<file path="src/rtl/itp_pkg.sv">
// itp_pkg: shared types, constants and the precedence function of the
// infix-to-postfix converter; no dependencies
package itp_pkg;

  localparam int STACK_DEPTH = 32;
  localparam int CNT_W       = $clog2(STACK_DEPTH + 1);
  localparam int IDX_W       = $clog2(STACK_DEPTH);
  localparam int QUEUE_DEPTH = 2;
  localparam int QPTR_W      = $clog2(QUEUE_DEPTH);
  localparam int QCNT_W      = $clog2(QUEUE_DEPTH + 1);

  localparam logic [7:0] CH_POW    = 8'h5E;
  localparam logic [7:0] CH_MUL    = 8'h2A;
  localparam logic [7:0] CH_DIV    = 8'h2F;
  localparam logic [7:0] CH_MOD    = 8'h25;
  localparam logic [7:0] CH_ADD    = 8'h2B;
  localparam logic [7:0] CH_SUB    = 8'h2D;
  localparam logic [7:0] CH_LPAREN = 8'h28;
  localparam logic [7:0] CH_RPAREN = 8'h29;

  localparam logic [2:0] PREC_PAREN = 3'd0;
  localparam logic [2:0] PREC_OPND  = 3'd1;
  localparam logic [2:0] PREC_ADD   = 3'd2;
  localparam logic [2:0] PREC_MUL   = 3'd3;
  localparam logic [2:0] PREC_POW   = 3'd4;

  localparam logic [1:0] ERR_NONE      = 2'd0;
  localparam logic [1:0] ERR_UNMATCHED = 2'd1;
  localparam logic [1:0] ERR_OVERFLOW  = 2'd2;

  typedef enum logic [1:0] {
    K_OPERAND,
    K_LPAREN,
    K_RPAREN,
    K_OPERATOR
  } kind_t;

  typedef enum logic [2:0] {
    S_IDLE,
    S_POP_RP,
    S_POP_OP,
    S_FLUSH,
    S_FINAL
  } state_t;

  typedef struct packed {
    kind_t      kind;
    logic [2:0] prec;
    logic [7:0] sym;
    logic       last;
  } cmd_t;

  typedef struct packed {
    logic [7:0] sym;
    logic       has;
    logic       run_last;
    logic       expr_done;
    logic [1:0] err;
  } res_t;

  function automatic logic [2:0] prec_of(input logic [7:0] c);
    logic [2:0] p;
    case (c)
      CH_POW:                 p = PREC_POW;
      CH_MUL, CH_DIV, CH_MOD: p = PREC_MUL;
      CH_ADD, CH_SUB:         p = PREC_ADD;
      CH_LPAREN, CH_RPAREN:   p = PREC_PAREN;
      default:                p = PREC_OPND;
    endcase
    return p;
  endfunction

endpackage

</file>
<file path="src/rtl/itp_front.sv">
// itp_front: takes input beats, classifies each symbol and queues the command
// depends on itp_pkg
module itp_front import itp_pkg::*; (
  input  logic       clk,
  input  logic       rst,
  input  logic       push,
  output logic       full,
  input  logic [7:0] symbol,
  input  logic       end_of_expr,
  output logic       cmd_valid,
  output cmd_t       cmd_out,
  input  logic       cmd_pop
);

  cmd_t              queue [QUEUE_DEPTH];
  logic [QPTR_W-1:0] wr_ptr;
  logic [QPTR_W-1:0] rd_ptr;
  logic [QCNT_W-1:0] count;
  cmd_t              cmd_in;
  logic              take;
  logic              give;

  always_comb begin
    cmd_in.sym  = symbol;
    cmd_in.last = end_of_expr;
    cmd_in.prec = prec_of(symbol);
    case (symbol)
      CH_LPAREN: cmd_in.kind = K_LPAREN;
      CH_RPAREN: cmd_in.kind = K_RPAREN;
      CH_POW, CH_MUL, CH_DIV, CH_MOD, CH_ADD, CH_SUB: cmd_in.kind = K_OPERATOR;
      default:   cmd_in.kind = K_OPERAND;
    endcase
  end

  assign full      = (count == QCNT_W'(QUEUE_DEPTH));
  assign cmd_valid = (count != '0);
  assign cmd_out   = queue[rd_ptr];
  assign take      = push && !full;
  assign give      = cmd_pop && cmd_valid;

  always_ff @(posedge clk) begin
    if (take) begin
      queue[wr_ptr] <= cmd_in;
    end
  end

  always_ff @(posedge clk) begin
    if (rst) begin
      wr_ptr <= '0;
      rd_ptr <= '0;
      count  <= '0;
    end else begin
      if (take) begin
        wr_ptr <= (wr_ptr == QPTR_W'(QUEUE_DEPTH - 1)) ? '0 : wr_ptr + 1'b1;
      end
      if (give) begin
        rd_ptr <= (rd_ptr == QPTR_W'(QUEUE_DEPTH - 1)) ? '0 : rd_ptr + 1'b1;
      end
      case ({take, give})
        2'b10:   count <= count + 1'b1;
        2'b01:   count <= count - 1'b1;
        default: count <= count;
      endcase
    end
  end

endmodule

</file>
<file path="src/rtl/itp_res_queue.sv">
// itp_res_queue: short result queue in front of the output ports
// depends on itp_pkg
module itp_res_queue import itp_pkg::*; (
  input  logic clk,
  input  logic rst,
  input  logic res_push,
  input  res_t res_in,
  output logic room,
  output logic empty,
  input  logic pop,
  output res_t res_out
);

  res_t              queue [QUEUE_DEPTH];
  logic [QPTR_W-1:0] wr_ptr;
  logic [QPTR_W-1:0] rd_ptr;
  logic [QCNT_W-1:0] count;
  logic              take;
  logic              give;

  assign room    = (count != QCNT_W'(QUEUE_DEPTH));
  assign empty   = (count == '0);
  assign res_out = queue[rd_ptr];
  assign take    = res_push && room;
  assign give    = pop && !empty;

  always_ff @(posedge clk) begin
    if (take) begin
      queue[wr_ptr] <= res_in;
    end
  end

  always_ff @(posedge clk) begin
    if (rst) begin
      wr_ptr <= '0;
      rd_ptr <= '0;
      count  <= '0;
    end else begin
      if (take) begin
        wr_ptr <= (wr_ptr == QPTR_W'(QUEUE_DEPTH - 1)) ? '0 : wr_ptr + 1'b1;
      end
      if (give) begin
        rd_ptr <= (rd_ptr == QPTR_W'(QUEUE_DEPTH - 1)) ? '0 : rd_ptr + 1'b1;
      end
      case ({take, give})
        2'b10:   count <= count + 1'b1;
        2'b01:   count <= count - 1'b1;
        default: count <= count;
      endcase
    end
  end

endmodule

</file>
<file path="src/rtl/itp_back.sv">
// itp_back: operator stack and sequencer, one stack step and at most one
// result beat per cycle while the result queue has room; depends on itp_pkg
module itp_back import itp_pkg::*; (
  input  logic clk,
  input  logic rst,
  input  logic cmd_valid,
  input  cmd_t cmd_in,
  output logic cmd_pop,
  input  logic room,
  output logic res_push,
  output res_t res_out
);

  logic [7:0]       stack [STACK_DEPTH];
  logic [CNT_W-1:0] count;
  state_t           state;
  state_t           state_next;
  cmd_t             cmd;
  logic             h_valid;
  logic             h_valid_next;
  logic [7:0]       h_sym;
  logic             h_has;
  logic [1:0]       h_err;

  cmd_t             cur;
  state_t           eff;
  state_t           goal;
  logic             fire;
  logic             done;
  logic             r_valid;
  logic [7:0]       r_sym;
  logic             r_has;
  logic [1:0]       r_err;
  logic             stk_pop;
  logic             stk_push;
  logic             stk_empty;
  logic             stk_full;
  logic [CNT_W-1:0] below_cnt;
  logic [7:0]       top;

  assign cur       = (state == S_IDLE) ? cmd_in : cmd;
  assign stk_empty = (count == '0);
  assign stk_full  = (count == CNT_W'(STACK_DEPTH));
  assign below_cnt = count - CNT_W'(2);
  assign fire      = room && ((state != S_IDLE) || cmd_valid);

  // one step of the sequencer
  always_comb begin
    r_valid  = 1'b0;
    r_sym    = '0;
    r_has    = 1'b0;
    r_err    = ERR_NONE;
    stk_pop  = 1'b0;
    stk_push = 1'b0;
    done     = 1'b0;
    goal     = state;
    eff      = state;
    if (state == S_IDLE) begin
      case (cur.kind)
        K_RPAREN:   eff = S_POP_RP;
        K_OPERATOR: eff = S_POP_OP;
        default:    eff = S_IDLE;
      endcase
    end
    case (eff)
      S_IDLE: begin
        if (cur.kind == K_OPERAND) begin
          r_valid = 1'b1;
          r_sym   = cur.sym;
          r_has   = 1'b1;
        end else if (stk_full) begin
          r_valid = 1'b1;
          r_err   = ERR_OVERFLOW;
        end else begin
          stk_push = 1'b1;
        end
        goal = cur.last ? S_FLUSH : S_IDLE;
        done = !cur.last;
      end
      S_POP_RP: begin
        if (!stk_empty && (top != CH_LPAREN)) begin
          r_valid = 1'b1;
          r_sym   = top;
          r_has   = 1'b1;
          stk_pop = 1'b1;
          goal    = S_POP_RP;
        end else begin
          if (stk_empty) begin
            r_valid = 1'b1;
            r_err   = ERR_UNMATCHED;
          end else begin
            stk_pop = 1'b1;
          end
          goal = cur.last ? S_FLUSH : S_IDLE;
          done = !cur.last;
        end
      end
      S_POP_OP: begin
        if (!stk_empty && (cur.prec <= prec_of(top))) begin
          r_valid = 1'b1;
          r_sym   = top;
          r_has   = 1'b1;
          stk_pop = 1'b1;
          goal    = S_POP_OP;
        end else begin
          if (stk_full) begin
            r_valid = 1'b1;
            r_err   = ERR_OVERFLOW;
          end else begin
            stk_push = 1'b1;
          end
          goal = cur.last ? S_FLUSH : S_IDLE;
          done = !cur.last;
        end
      end
      S_FLUSH: begin
        if (!stk_empty) begin
          r_valid = 1'b1;
          r_sym   = top;
          r_has   = 1'b1;
          stk_pop = 1'b1;
          goal    = S_FLUSH;
        end else begin
          goal = S_IDLE;
          done = 1'b1;
        end
      end
      default: begin
        goal = S_IDLE;
      end
    endcase
  end

  // next state
  always_comb begin
    state_next = state;
    if (fire) begin
      if (state == S_FINAL) begin
        state_next = S_IDLE;
      end else if (done && r_valid && h_valid) begin
        state_next = S_FINAL;
      end else begin
        state_next = goal;
      end
    end
  end

  // outputs: the latest result is held back until it is known whether it ends the item
  always_comb begin
    cmd_pop            = fire && (state == S_IDLE);
    res_push           = 1'b0;
    res_out.sym        = h_sym;
    res_out.has        = h_has;
    res_out.err        = h_err;
    res_out.run_last   = 1'b0;
    res_out.expr_done  = 1'b0;
    h_valid_next       = h_valid;
    if (fire) begin
      if (state == S_FINAL) begin
        res_push          = 1'b1;
        res_out.run_last  = 1'b1;
        res_out.expr_done = cmd.last;
        h_valid_next      = 1'b0;
      end else if (r_valid && h_valid) begin
        res_push     = 1'b1;
        h_valid_next = 1'b1;
      end else if (done) begin
        res_out.run_last  = 1'b1;
        res_out.expr_done = cur.last;
        h_valid_next      = 1'b0;
        if (r_valid) begin
          res_push    = 1'b1;
          res_out.sym = r_sym;
          res_out.has = r_has;
          res_out.err = r_err;
        end else if (h_valid) begin
          res_push = 1'b1;
        end else if (cur.last) begin
          res_push    = 1'b1;
          res_out.sym = '0;
          res_out.has = 1'b0;
          res_out.err = ERR_NONE;
        end
      end else if (r_valid) begin
        h_valid_next = 1'b1;
      end
    end
  end

  // top of stack kept in a register, refilled from the entry below on a pop
  always_ff @(posedge clk) begin
    if (fire && stk_push) begin
      stack[count[IDX_W-1:0]] <= cur.sym;
      top                     <= cur.sym;
    end else if (fire && stk_pop) begin
      top <= stack[below_cnt[IDX_W-1:0]];
    end
    if (fire && (state == S_IDLE)) begin
      cmd <= cmd_in;
    end
    if (fire && r_valid) begin
      h_sym <= r_sym;
      h_has <= r_has;
      h_err <= r_err;
    end
  end

  always_ff @(posedge clk) begin
    if (rst) begin
      state   <= S_IDLE;
      count   <= '0;
      h_valid <= 1'b0;
    end else begin
      state   <= state_next;
      h_valid <= h_valid_next;
      if (fire && stk_push) begin
        count <= count + 1'b1;
      end else if (fire && stk_pop) begin
        count <= count - 1'b1;
      end
    end
  end

endmodule

</file>
<file path="src/rtl/infix_to_postfix_converter.sv">
// infix_to_postfix_converter: shunting-yard top over itp_pkg, itp_front, itp_back, itp_res_queue
// flow: an operand not marked last passes itp_front, itp_back and itp_res_queue in turn; a beat
//   that does not end its item is held in itp_back so the item's final beat can be marked
// stepping: a ')' or operator pops stack entries in turn before it is placed; an error beat after
//   pops takes an extra final step, a last item also flushes the stack; steps wait for queue room
// reset: clears both queues, the stack count and the sequencer; stack contents are kept
module infix_to_postfix_converter import itp_pkg::*; (
  input  logic       clk,
  input  logic       rst,
  input  logic       push,
  output logic       full,
  input  logic [7:0] symbol,
  input  logic       end_of_expr,
  output logic       empty,
  input  logic       pop,
  output logic [7:0] out_symbol,
  output logic       has_symbol,
  output logic       run_last,
  output logic       expr_done,
  output logic [1:0] error_code
);

  logic cmd_valid;
  cmd_t cmd;
  logic cmd_pop;
  logic room;
  logic res_push;
  res_t res_in;
  res_t res_out;

  itp_front u_front (
    .clk         (clk),
    .rst         (rst),
    .push        (push),
    .full        (full),
    .symbol      (symbol),
    .end_of_expr (end_of_expr),
    .cmd_valid   (cmd_valid),
    .cmd_out     (cmd),
    .cmd_pop     (cmd_pop)
  );

  itp_back u_back (
    .clk       (clk),
    .rst       (rst),
    .cmd_valid (cmd_valid),
    .cmd_in    (cmd),
    .cmd_pop   (cmd_pop),
    .room      (room),
    .res_push  (res_push),
    .res_out   (res_in)
  );

  itp_res_queue u_res_queue (
    .clk      (clk),
    .rst      (rst),
    .res_push (res_push),
    .res_in   (res_in),
    .room     (room),
    .empty    (empty),
    .pop      (pop),
    .res_out  (res_out)
  );

  assign out_symbol = res_out.sym;
  assign has_symbol = res_out.has;
  assign run_last   = res_out.run_last;
  assign expr_done  = res_out.expr_done;
  assign error_code = res_out.err;

endmodule

</file>
<file path="config.mk">
export PLATFORM = sky130hd
export DESIGN_NAME = infix_to_postfix_converter
export DESIGN_NICKNAME = d
export VERILOG_FILES = /design/src/rtl/itp_pkg.sv /design/src/rtl/itp_front.sv /design/src/rtl/itp_res_queue.sv /design/src/rtl/itp_back.sv /design/src/rtl/infix_to_postfix_converter.sv
export SDC_FILE = /design/constraint.sdc
export NUM_CORES = 1
export LEC_CHECK = 0
export BUFFER_PORTS_ARGS = -buffer_cell sky130_fd_sc_hd__buf_4
export CAP_MARGIN = 20
export CORE_AREA = 5 5 160 162
export DETAILED_ROUTE_END_ITERATION = 10
export DIE_AREA = 0 0 165 167
export MAX_ROUTING_LAYER = met4
export PLACE_DENSITY = 0.91
export SKIP_CTS_REPAIR_TIMING = 1
export SKIP_LAST_GASP = 1
export SYNTH_ARGS = -nofsm -noshare
export SYNTH_HDL_FRONTEND = slang
export SYNTH_SLANG_ARGS = --single-unit
</file>
<file path="constraint.sdc">
create_clock -name clk -period 13.6 [get_ports clk]
set_input_delay 1.36 -clock clk [delete_from_list [all_inputs] [get_ports clk]]
set_output_delay 1.36 -clock clk [all_outputs]
set_load 0.03 [all_outputs]
</file>
==> results of run 1 <==
## final cells by class
cell class	instances	area, um2	area share
clock buffers	48	967	0.0566
clock inverters	16	131	0.00769
inverters	14	52.6	0.00308
multi-input cells	444	4410	0.258
flip-flops and latches	363	10700	0.627
well taps	324	405	0.0237
repair buffers	51	407	0.0238
## power breakdown
group          leakage (nW)  total [mW]  internal (mW)  switching [mW]
sequential             3.28        1.74           1.65          0.0905
combinational          1.76        1.48          0.530           0.953
clock                 0.533       0.938          0.539           0.399
## cell families (layout without fill, tap and decap cells)
kind of cell,Yosys count,in the layout,share of synthesized area
muxes,128,128,0.154
xor gates and xnor gates,11,11,0.00629
buffers and inverters,54,129,0.0140
DFF,363,363,0.699
AOI/OAI and AO/OA,90,90,0.0463
and+or+nand+nor,203,203,0.0707
adders and majority gates,12,12,0.0101
## Yosys cell counts, types with 3 or more instances
| cell | instances | area [um2] |
|---|---|---|
| clkbuf_1 | 23 | 86.3 |
| xor2_1 | 4 | 35.0 |
| buf_2 | 3 | 15.0 |
| nand3b_1 | 7 | 52.6 |
| o21ai_0 | 21 | 105 |
| nand2_1 | 51 | 191 |
| and3b_1 | 4 | 35.0 |
| mux2_2 | 28 | 315 |
| nor4_1 | 9 | 56.3 |
| a21o_1 | 5 | 37.5 |
| nor2_1 | 55 | 206 |
| mux2i_1 | 11 | 110 |
| or3_1 | 10 | 62.6 |
| a22o_1 | 9 | 78.8 |
| nand3_1 | 13 | 65.1 |
| mux2_4 | 8 | 120 |
| o211a_1 | 3 | 30.0 |
| buf_1 | 13 | 48.8 |
| a21oi_1 | 18 | 90.1 |
| mux4_2 | 80 | 1800 |
| edfxtp_1 | 343 | 10300 |
| nand2b_1 | 3 | 18.8 |
| or2_2 | 3 | 18.8 |
| nor2b_1 | 5 | 31.3 |
| inv_1 | 13 | 48.8 |
| a211oi_1 | 4 | 30.0 |
| xnor2_1 | 7 | 61.3 |
| dfxtp_1 | 20 | 400 |
| nor3_1 | 12 | 60.1 |
| ha_1 | 10 | 125 |
| a31oi_1 | 3 | 18.8 |
| and2_1 | 10 | 62.6 |
## tightest hold or removal path, stage by stage, from the launching register on
cell	delay [ns]
dfxtp_1	0.33
o21ai_0	0.07
a21oi_1	0.06
## cell usage in the layout (no fill, tap or decap), drive strengths merged, types with 13 or more instances in the layout
cell type / Yosys / final
a21oi: 18 / 18
buf: 17 / 51
clkbuf: 23 / 48
dfxtp: 20 / 20
edfxtp: 343 / 343
inv: 14 / 16
mux2: 37 / 37
mux4: 80 / 80
nand2: 52 / 52
nand3: 13 / 13
nor2: 55 / 55
nor3: 13 / 13
o21ai: 22 / 22
## worst max-delay path by stage
stage | slack (ns) | end | cells past startpoint
floorplan | 9.09 | u_back.count[5] | 19
global placement | 8.58 | u_back.count[5] | 16
detailed placement | 8.36 | u_back.count[5] | 16
CTS | 8.17 | u_back.count[5] | 16
global route | 7.69 | u_back.count[5] | 16
finish | 8.08 | u_back.count[5] | 16
## through the flow
stage | hold slack, ns | cell area, um2 | total power [mW] | std cells | util
after floorplan | 0.467 | 15300 | 2.72 | 861 | -
after global placement | 0.479 | 15900 | 3.12 | 1194 | 0.665
after detailed placement | 0.495 | 16000 | 3.22 | 1196 | 0.667
after CTS | 0.510 | 17100 | 4.17 | 1260 | 0.713
after global routing | 0.539 | 17100 | 4.34 | 1260 | 0.713
final | 0.501 | 17100 | 4.16 | 1260 | 0.713
## metal layers
layer | track usage | routed length [um]
met1 | 0.332 | 12200
met2 | 0.397 | 16500
met3 | 0.0425 | 2770
met4 | 0.106 | 1710
met5 | - | 0
## sequential cells by signal, summed over array words and instances, names as in the netlist, named ones only
register / cells
u_res_queue.wr_ptr: 1
u_back.count: 6
u_front.wr_ptr: 1
u_res_queue.rd_ptr: 1
u_back.stack: 256
u_back.h_has: 1
u_back.state: 3
u_res_queue.count: 2
u_back.h_err: 2
u_back.top: 8
u_back.h_sym: 8
u_back.h_valid: 1
u_front.count: 2
u_front.queue: 28
u_front.rd_ptr: 1
u_back.cmd: 14
u_res_queue.queue: 26
==> key figures, run 1 <==
Run status
  – Status: completed

Setup path
  – Critical Path RT: 14.01 ns
  – Reg2reg path depth: 16
  – Worst r2r src: u_back.state[2]
  – Nature of the critical path startpoint: flip-flop
  – Setup crit end kind: flip-flop
  – Max stage delay on crit path: roughly 0.75 ns
  – Critical path type: reg -> reg
  – Critical Path Fanout Max: 25
  – CP max-delay cell: a211oi_4
  – CP cell instances: or3_1, nand2_1, nand2_1, ha_1, and3b_1, o21ai_0, a21bo_2, a211oi_4, inv_2, ha_1, a21o_1, a21oi_1, o21bai_1, a21oi_1, mux2i_1, mux2_1
  – Worst EP arrival: slightly below 6 ns
  – Reg-to-Reg End: u_back.count[5]
  – Bufs and invs on worst path: 1
  – Top delay family on crit path: compound AO/OA/AOI/OAI gates
  – CP Launch Point: u_back.state[2]
  – Flop-to-flop setup slack: 8.08 ns

Timing
  – Min Tclk post-route: 5.52 ns
  – Slew headroom: 0.264
  – Setup-failing EPs final: 0
  – Final Hold Fails: 0
  – Final WS setup: between 8 and 9 ns
  – Fmax: around 180 MHz
  – Fin. max-slew vios: 0
  – Clk_skew: 0.0129 ns
  – Final period utilization: 0.406
  – RSZ-0062 raised after global routing: no
  – Final setup TNS: 0 ns
  – Worst Tran Pin Value: 1.10 ns

Drt
  – ANT nets after route: 0
  – Via Count: 8438
  – Drt pass-1 iters: 5
  – Drt total wl: ~33000 um
  – DR WL/cell: between 20 and 30 um
  – Initial DRC count: 989
  – Vias/cell: roughly 6.7
  – Remaining DRCs: 0

Final layout
  – Layout fillers: roughly 1400
  – Net count reported at finish: approximately 930
  – P&R area growth vs syn: 11.5%
  – Diodes inserted: 0
  – Layout cell share with drive strength beyond 1: 0.255

Clock network
  – Sink Count: 363
  – CTS Root Cell: clkbuf_16
  – CTS clk-pin slew, worst paths: 0.06 ns
  – Clock tree buffer depth: 3
  – H-tree levels: 2
  – TritonCTS buffer count: 36
  – CTS tree: done
  – Later-pin clock latency in the skew report: about 0.52 ns

Synth
  – Mapped Cells: about 860
  – Synthesized Nets: 885
  – EDFF count, synth: between 300 and 400
  – Synth Area per Inst: roughly 18 um2
  – Yosys warnings: 0
  – Post-synthesis register bit count: roughly 360
  – Ys async rst share: 0
  – Main synth FF type: edfxtp_1
  – Seq/Total Area, Yosys: 0.699
  – Count of cell types in the netlist: 79
  – Synthesized cell area: approximately 15000 um2

Floorplanning
  – Initial core utilization: 0.639
  – Row cnt: 57
  – Width of the die: ~170 um
  – Placeable Area: 24000 um2
  – Die footprint: about 28000 um2
  – IO Pins: 28
  – Die Height: between 150 and 200 um

Placement
  – HPWL after DPL: 20300 um
  – Worst slack, placed: ~8.4 ns
  – Port Buf Inserts: 27
  – Gpl congestion: slightly below 0.9

Hold path
  – Hold depth: 2
  – WHS Endpoint: u_front.count[1]
  – Worst min path class: reg -> reg
  – HP Start: u_front.count[1]

Global routing
  – Initial antenna violation count: 0
  – First-pass GRT wire length: around 50000 um
  – Vias in the first global route: ~8600
  – Largest net degree at the start of global routing: 80
  – Overflow after GRT: 0
  – Global-route usage over all layers: 0.253

Run
  – MaxCap Viol Count: 0

Power and ir drop
  – PD cells: 244 nW/um2
  – Peak supply drop: roughly 0.18 mV
  – Leakage: 5.57 nW
Note: power is estimated with default switching activity, not from simulation.
==> inputs of run 2 (changes only) <==
--- a/config.mk
+++ b/config.mk
@@ -7,11 +7,11 @@
 export LEC_CHECK = 0
 export BUFFER_PORTS_ARGS = -buffer_cell sky130_fd_sc_hd__buf_4
 export CAP_MARGIN = 20
-export CORE_AREA = 5 5 160 162
+export CORE_AREA = 5 5 164 166
 export DETAILED_ROUTE_END_ITERATION = 10
-export DIE_AREA = 0 0 165 167
+export DIE_AREA = 0 0 169 171
 export MAX_ROUTING_LAYER = met4
-export PLACE_DENSITY = 0.91
+export PLACE_DENSITY = 0.88
 export SKIP_CTS_REPAIR_TIMING = 1
 export SKIP_LAST_GASP = 1
 export SYNTH_ARGS = -nofsm -noshare
==> constraint.sdc (replaced) <==
create_clock -name clk -period 5.45 [get_ports clk]
set_input_delay 0.545 -clock clk [delete_from_list [all_inputs] [get_ports clk]]
set_output_delay 0.545 -clock clk [all_outputs]
set_load 0.03 [all_outputs]
==> run 2 against run 1 <==
Final area rose by 0.55%; sequential cell count did not move; sequential share of layout area fell by 0.34 points; first-iteration DRC count fell by 5.7%; die area rose by 4.9%; highest routed layer unchanged; clock power rose by 150%; critical endpoint unchanged; critical path type unchanged; via count fell by 0.56%; critical path depth did not move; clock skew rose by 0.0068 ns; combinational power rose to 2.6 times the previous value; routed wire length fell by 1.8%; total power rose to 2.5 times the previous value.
==> key figures, run 2 (same netlist as run 1, synthesis figures left out) <==
Run status
  – Status: completed (unchanged)

Hold path
  – HP Start: end_of_expr (was u_front.count[1])
  – WHS Endpoint: u_front.queue[1][0] (was u_front.count[1])
  – Worst min path class: in -> reg (was reg -> reg)
  – Hold depth: 1 (was 2)

Drt
  – Initial DRC count: 933 (was 989)
  – ANT nets after route: 0 (unchanged)
  – DR WL/cell: 25.5 um (was 26.3 um)
  – Drt total wl: 32600 um (was 33200 um)
  – Drt pass-1 iters: 6 (was 5)
  – Vias/cell: 6.58 (was 6.70)
  – Remaining DRCs: 0 (unchanged)
  – Via Count: 8391 (was 8438)

Timing
  – RSZ-0062 raised after global routing: no (unchanged)
  – Fmax: 222 MHz (was 181 MHz)
  – Min Tclk post-route: 4.51 ns (was 5.52 ns)
  – Final setup TNS: 0 ns (unchanged)
  – Slew headroom: 0.286 (was 0.264)
  – Final WS setup: 0.943 ns (was 8.08 ns)
  – Final Hold Fails: 0 (unchanged)
  – Fin. max-slew vios: 0 (unchanged)
  – Setup-failing EPs final: 0 (unchanged)
  – Final period utilization: 0.827 (was 0.406)
  – Minimum hold slack: 0.226 ns (was 0.501 ns)
  – Clk_skew: 0.0198 ns (was 0.0129 ns)
  – Worst Tran Pin Value: 1.07 ns (was 1.10 ns)

Final layout
  – Diodes inserted: 0 (unchanged)
  – P&R area growth vs syn: 12.1% (was 11.5%)
  – Commonest non-fill, non-tap cell in the layout: edfxtp_1 (unchanged)
  – Layout cell share with drive strength beyond 1: 0.269 (was 0.255)
  – Net count reported at finish: 938 (was 934)
  – Most frequent cells in the layout: 343 x edfxtp_1, 80 x mux4_2, 55 x nor2_1 (unchanged)
  – Max FFs per register: 256 (unchanged)

Floorplanning
  – Row cnt: 59 (was 57)
  – Width of the die: 169 um (was 165 um)
  – Initial core utilization: 0.601 (was 0.639)
  – Die Height: 171 um (was 167 um)
  – IO Pins: 28 (unchanged)
  – Placeable Area: 25500 um2 (was 24000 um2)
  – Die footprint: 28900 um2 (was 27600 um2)

Global routing
  – Global-route usage over all layers: 0.234 (was 0.253)
  – Vias in the first global route: 8382 (was 8625)
  – First-pass GRT wire length: 49900 um (was 50900 um)
  – Largest net degree at the start of global routing: 78 (was 80)
  – Initial antenna violation count: 0 (unchanged)
  – Overflow after GRT: 0 (unchanged)

Power and ir drop
  – Net switching power: 3.63 mW (was 1.44 mW)
  – Comb pwr share: 0.361 (was 0.356)
  – Seq pwr share: 0.416 (was 0.418)
  – Pwr Total: 10.4 mW (was 4.16 mW)
  – Clock share of power: 0.222 (was 0.225)
  – PD cells: 608 nW/um2 (was 244 nW/um2)
  – Leakage: 5.62 nW (was 5.57 nW)
  – Sw frac: 0.347 (was 0.346)
  – Int Power: 6.82 mW (was 2.72 mW)
  – Peak supply drop: 0.464 mV (was 0.177 mV)

Clock network
  – CTS tree: done (unchanged)
  – Clock tree buffer depth: 3 (unchanged)
  – CTS Root Cell: clkbuf_16 (unchanged)
  – H-tree levels: 2 (unchanged)
  – TritonCTS buffer count: 36 (unchanged)
  – Sink Count: 363 (unchanged)
  – CTS clk-pin slew, worst paths: 0.06 ns (about the same)
  – Later-pin clock latency in the skew report: 0.52 ns (about the same)

Setup path
  – Critical Path RT: 5.84 ns (was 14.01 ns)
  – Flop-to-flop setup slack: 0.94 ns (was 8.08 ns)
  – Critical Path Fanout Max: 20 (was 25)
  – Worst EP arrival: 4.90 ns (was 5.93 ns)
  – Critical path type: reg -> reg (unchanged)
  – Reg-to-Reg End: u_back.count[5] (unchanged)
  – Reg2reg path depth: 16 (unchanged)
  – Nature of the critical path startpoint: flip-flop (unchanged)
  – Setup crit end kind: flip-flop (unchanged)

Placement
  – HPWL after DPL: 19800 um (was 20300 um)
  – Worst slack, placed: 1.04 ns (was 8.36 ns)
  – Port Buf Inserts: 27 (unchanged)
  – Gpl congestion: 0.899 (was 0.887)

Run
  – MaxCap Viol Count: 0 (unchanged)
-- run 2: changes by cell type in the layout (fill, tap and decap cells not counted) --
cell	delta
clkinv_2	+7
buf_4	-1
clkinv_1	-1
buf_6	+1
buf_8	+3
clkinv_4	+2
buf_16	+1
bufinv_16	-1
clkbuf_1	-8
clkinvlp_4	+2
-- run 2: power groups by stage --
stage,clock [mW],combinational (mW),sequential [mW]
3_3_place_gp,0,3.35,4.41
4_1_cts,2.35,3.69,4.36
3_5_place_dp,0,3.62,4.41
2_1_floorplan,0,2.50,4.29
6_report,2.32,3.78,4.35
5_1_grt,2.48,4.04,4.38
-- run 2: worst max path at each step --
stage / start / to / slack (ns) / cells past startpoint
after CTS: flip-flop / u_back.stack[10][6] / 0.97 / 12
after global placement: flip-flop / u_back.stack[7][2] / 1.14 / 11
after global routing: flip-flop / u_back.count[5] / 0.70 / 16
final: flip-flop / u_back.count[5] / 0.94 / 16
after floorplan: flip-flop / u_back.count[5] / 0.94 / 19
after detailed placement: flip-flop / u_back.count[5] / 1.04 / 16
-- run 2: cell type report --
cell class,instances,area [um2]
Fill cell,1551,8290
Sequential cell,363,10700
Inverter,14,52.6
Clock inverter,25,165
Timing Repair Buffer,55,483
Multi-Input combinational cell,444,4410
Tap cell,335,419
Clock buffer,40,937
-- run 2: worst max-delay path: stages (launching register included) --
cell	delay, ns
dfxtp_1	0.82
mux2_2	0.44
nand2_1	0.07
nand2_1	0.06
ha_1	0.30
a21o_1	0.19
o21ai_0	0.40
a21bo_2	0.27
a211oi_4	0.08
inv_2	0.09
buf_4	0.26
ha_1	0.31
a21oi_1	0.21
o21bai_1	0.10
a21oi_1	0.21
mux2i_1	0.24
mux2_1	0.34
-- run 2: stage by stage --
| stage | cells | utilization | area, um2 |
|---|---|---|---|
| 6_report | 1276 | 0.674 | 17200 |
| 5_1_grt | 1276 | 0.674 | 17200 |
| 4_1_cts | 1273 | 0.673 | 17100 |
| 3_5_place_dp | 1208 | 0.630 | 16000 |
| 3_3_place_gp | 1203 | 0.626 | 15900 |
| 2_1_floorplan | 861 | - | 15300 |
-- run 2: routing by layer --
layer	routed length [um]	global-route usage
met1	12100	0.304
met2	16500	0.385
met3	2620	0.0379
met4	1350	0.0770
met5	0	-
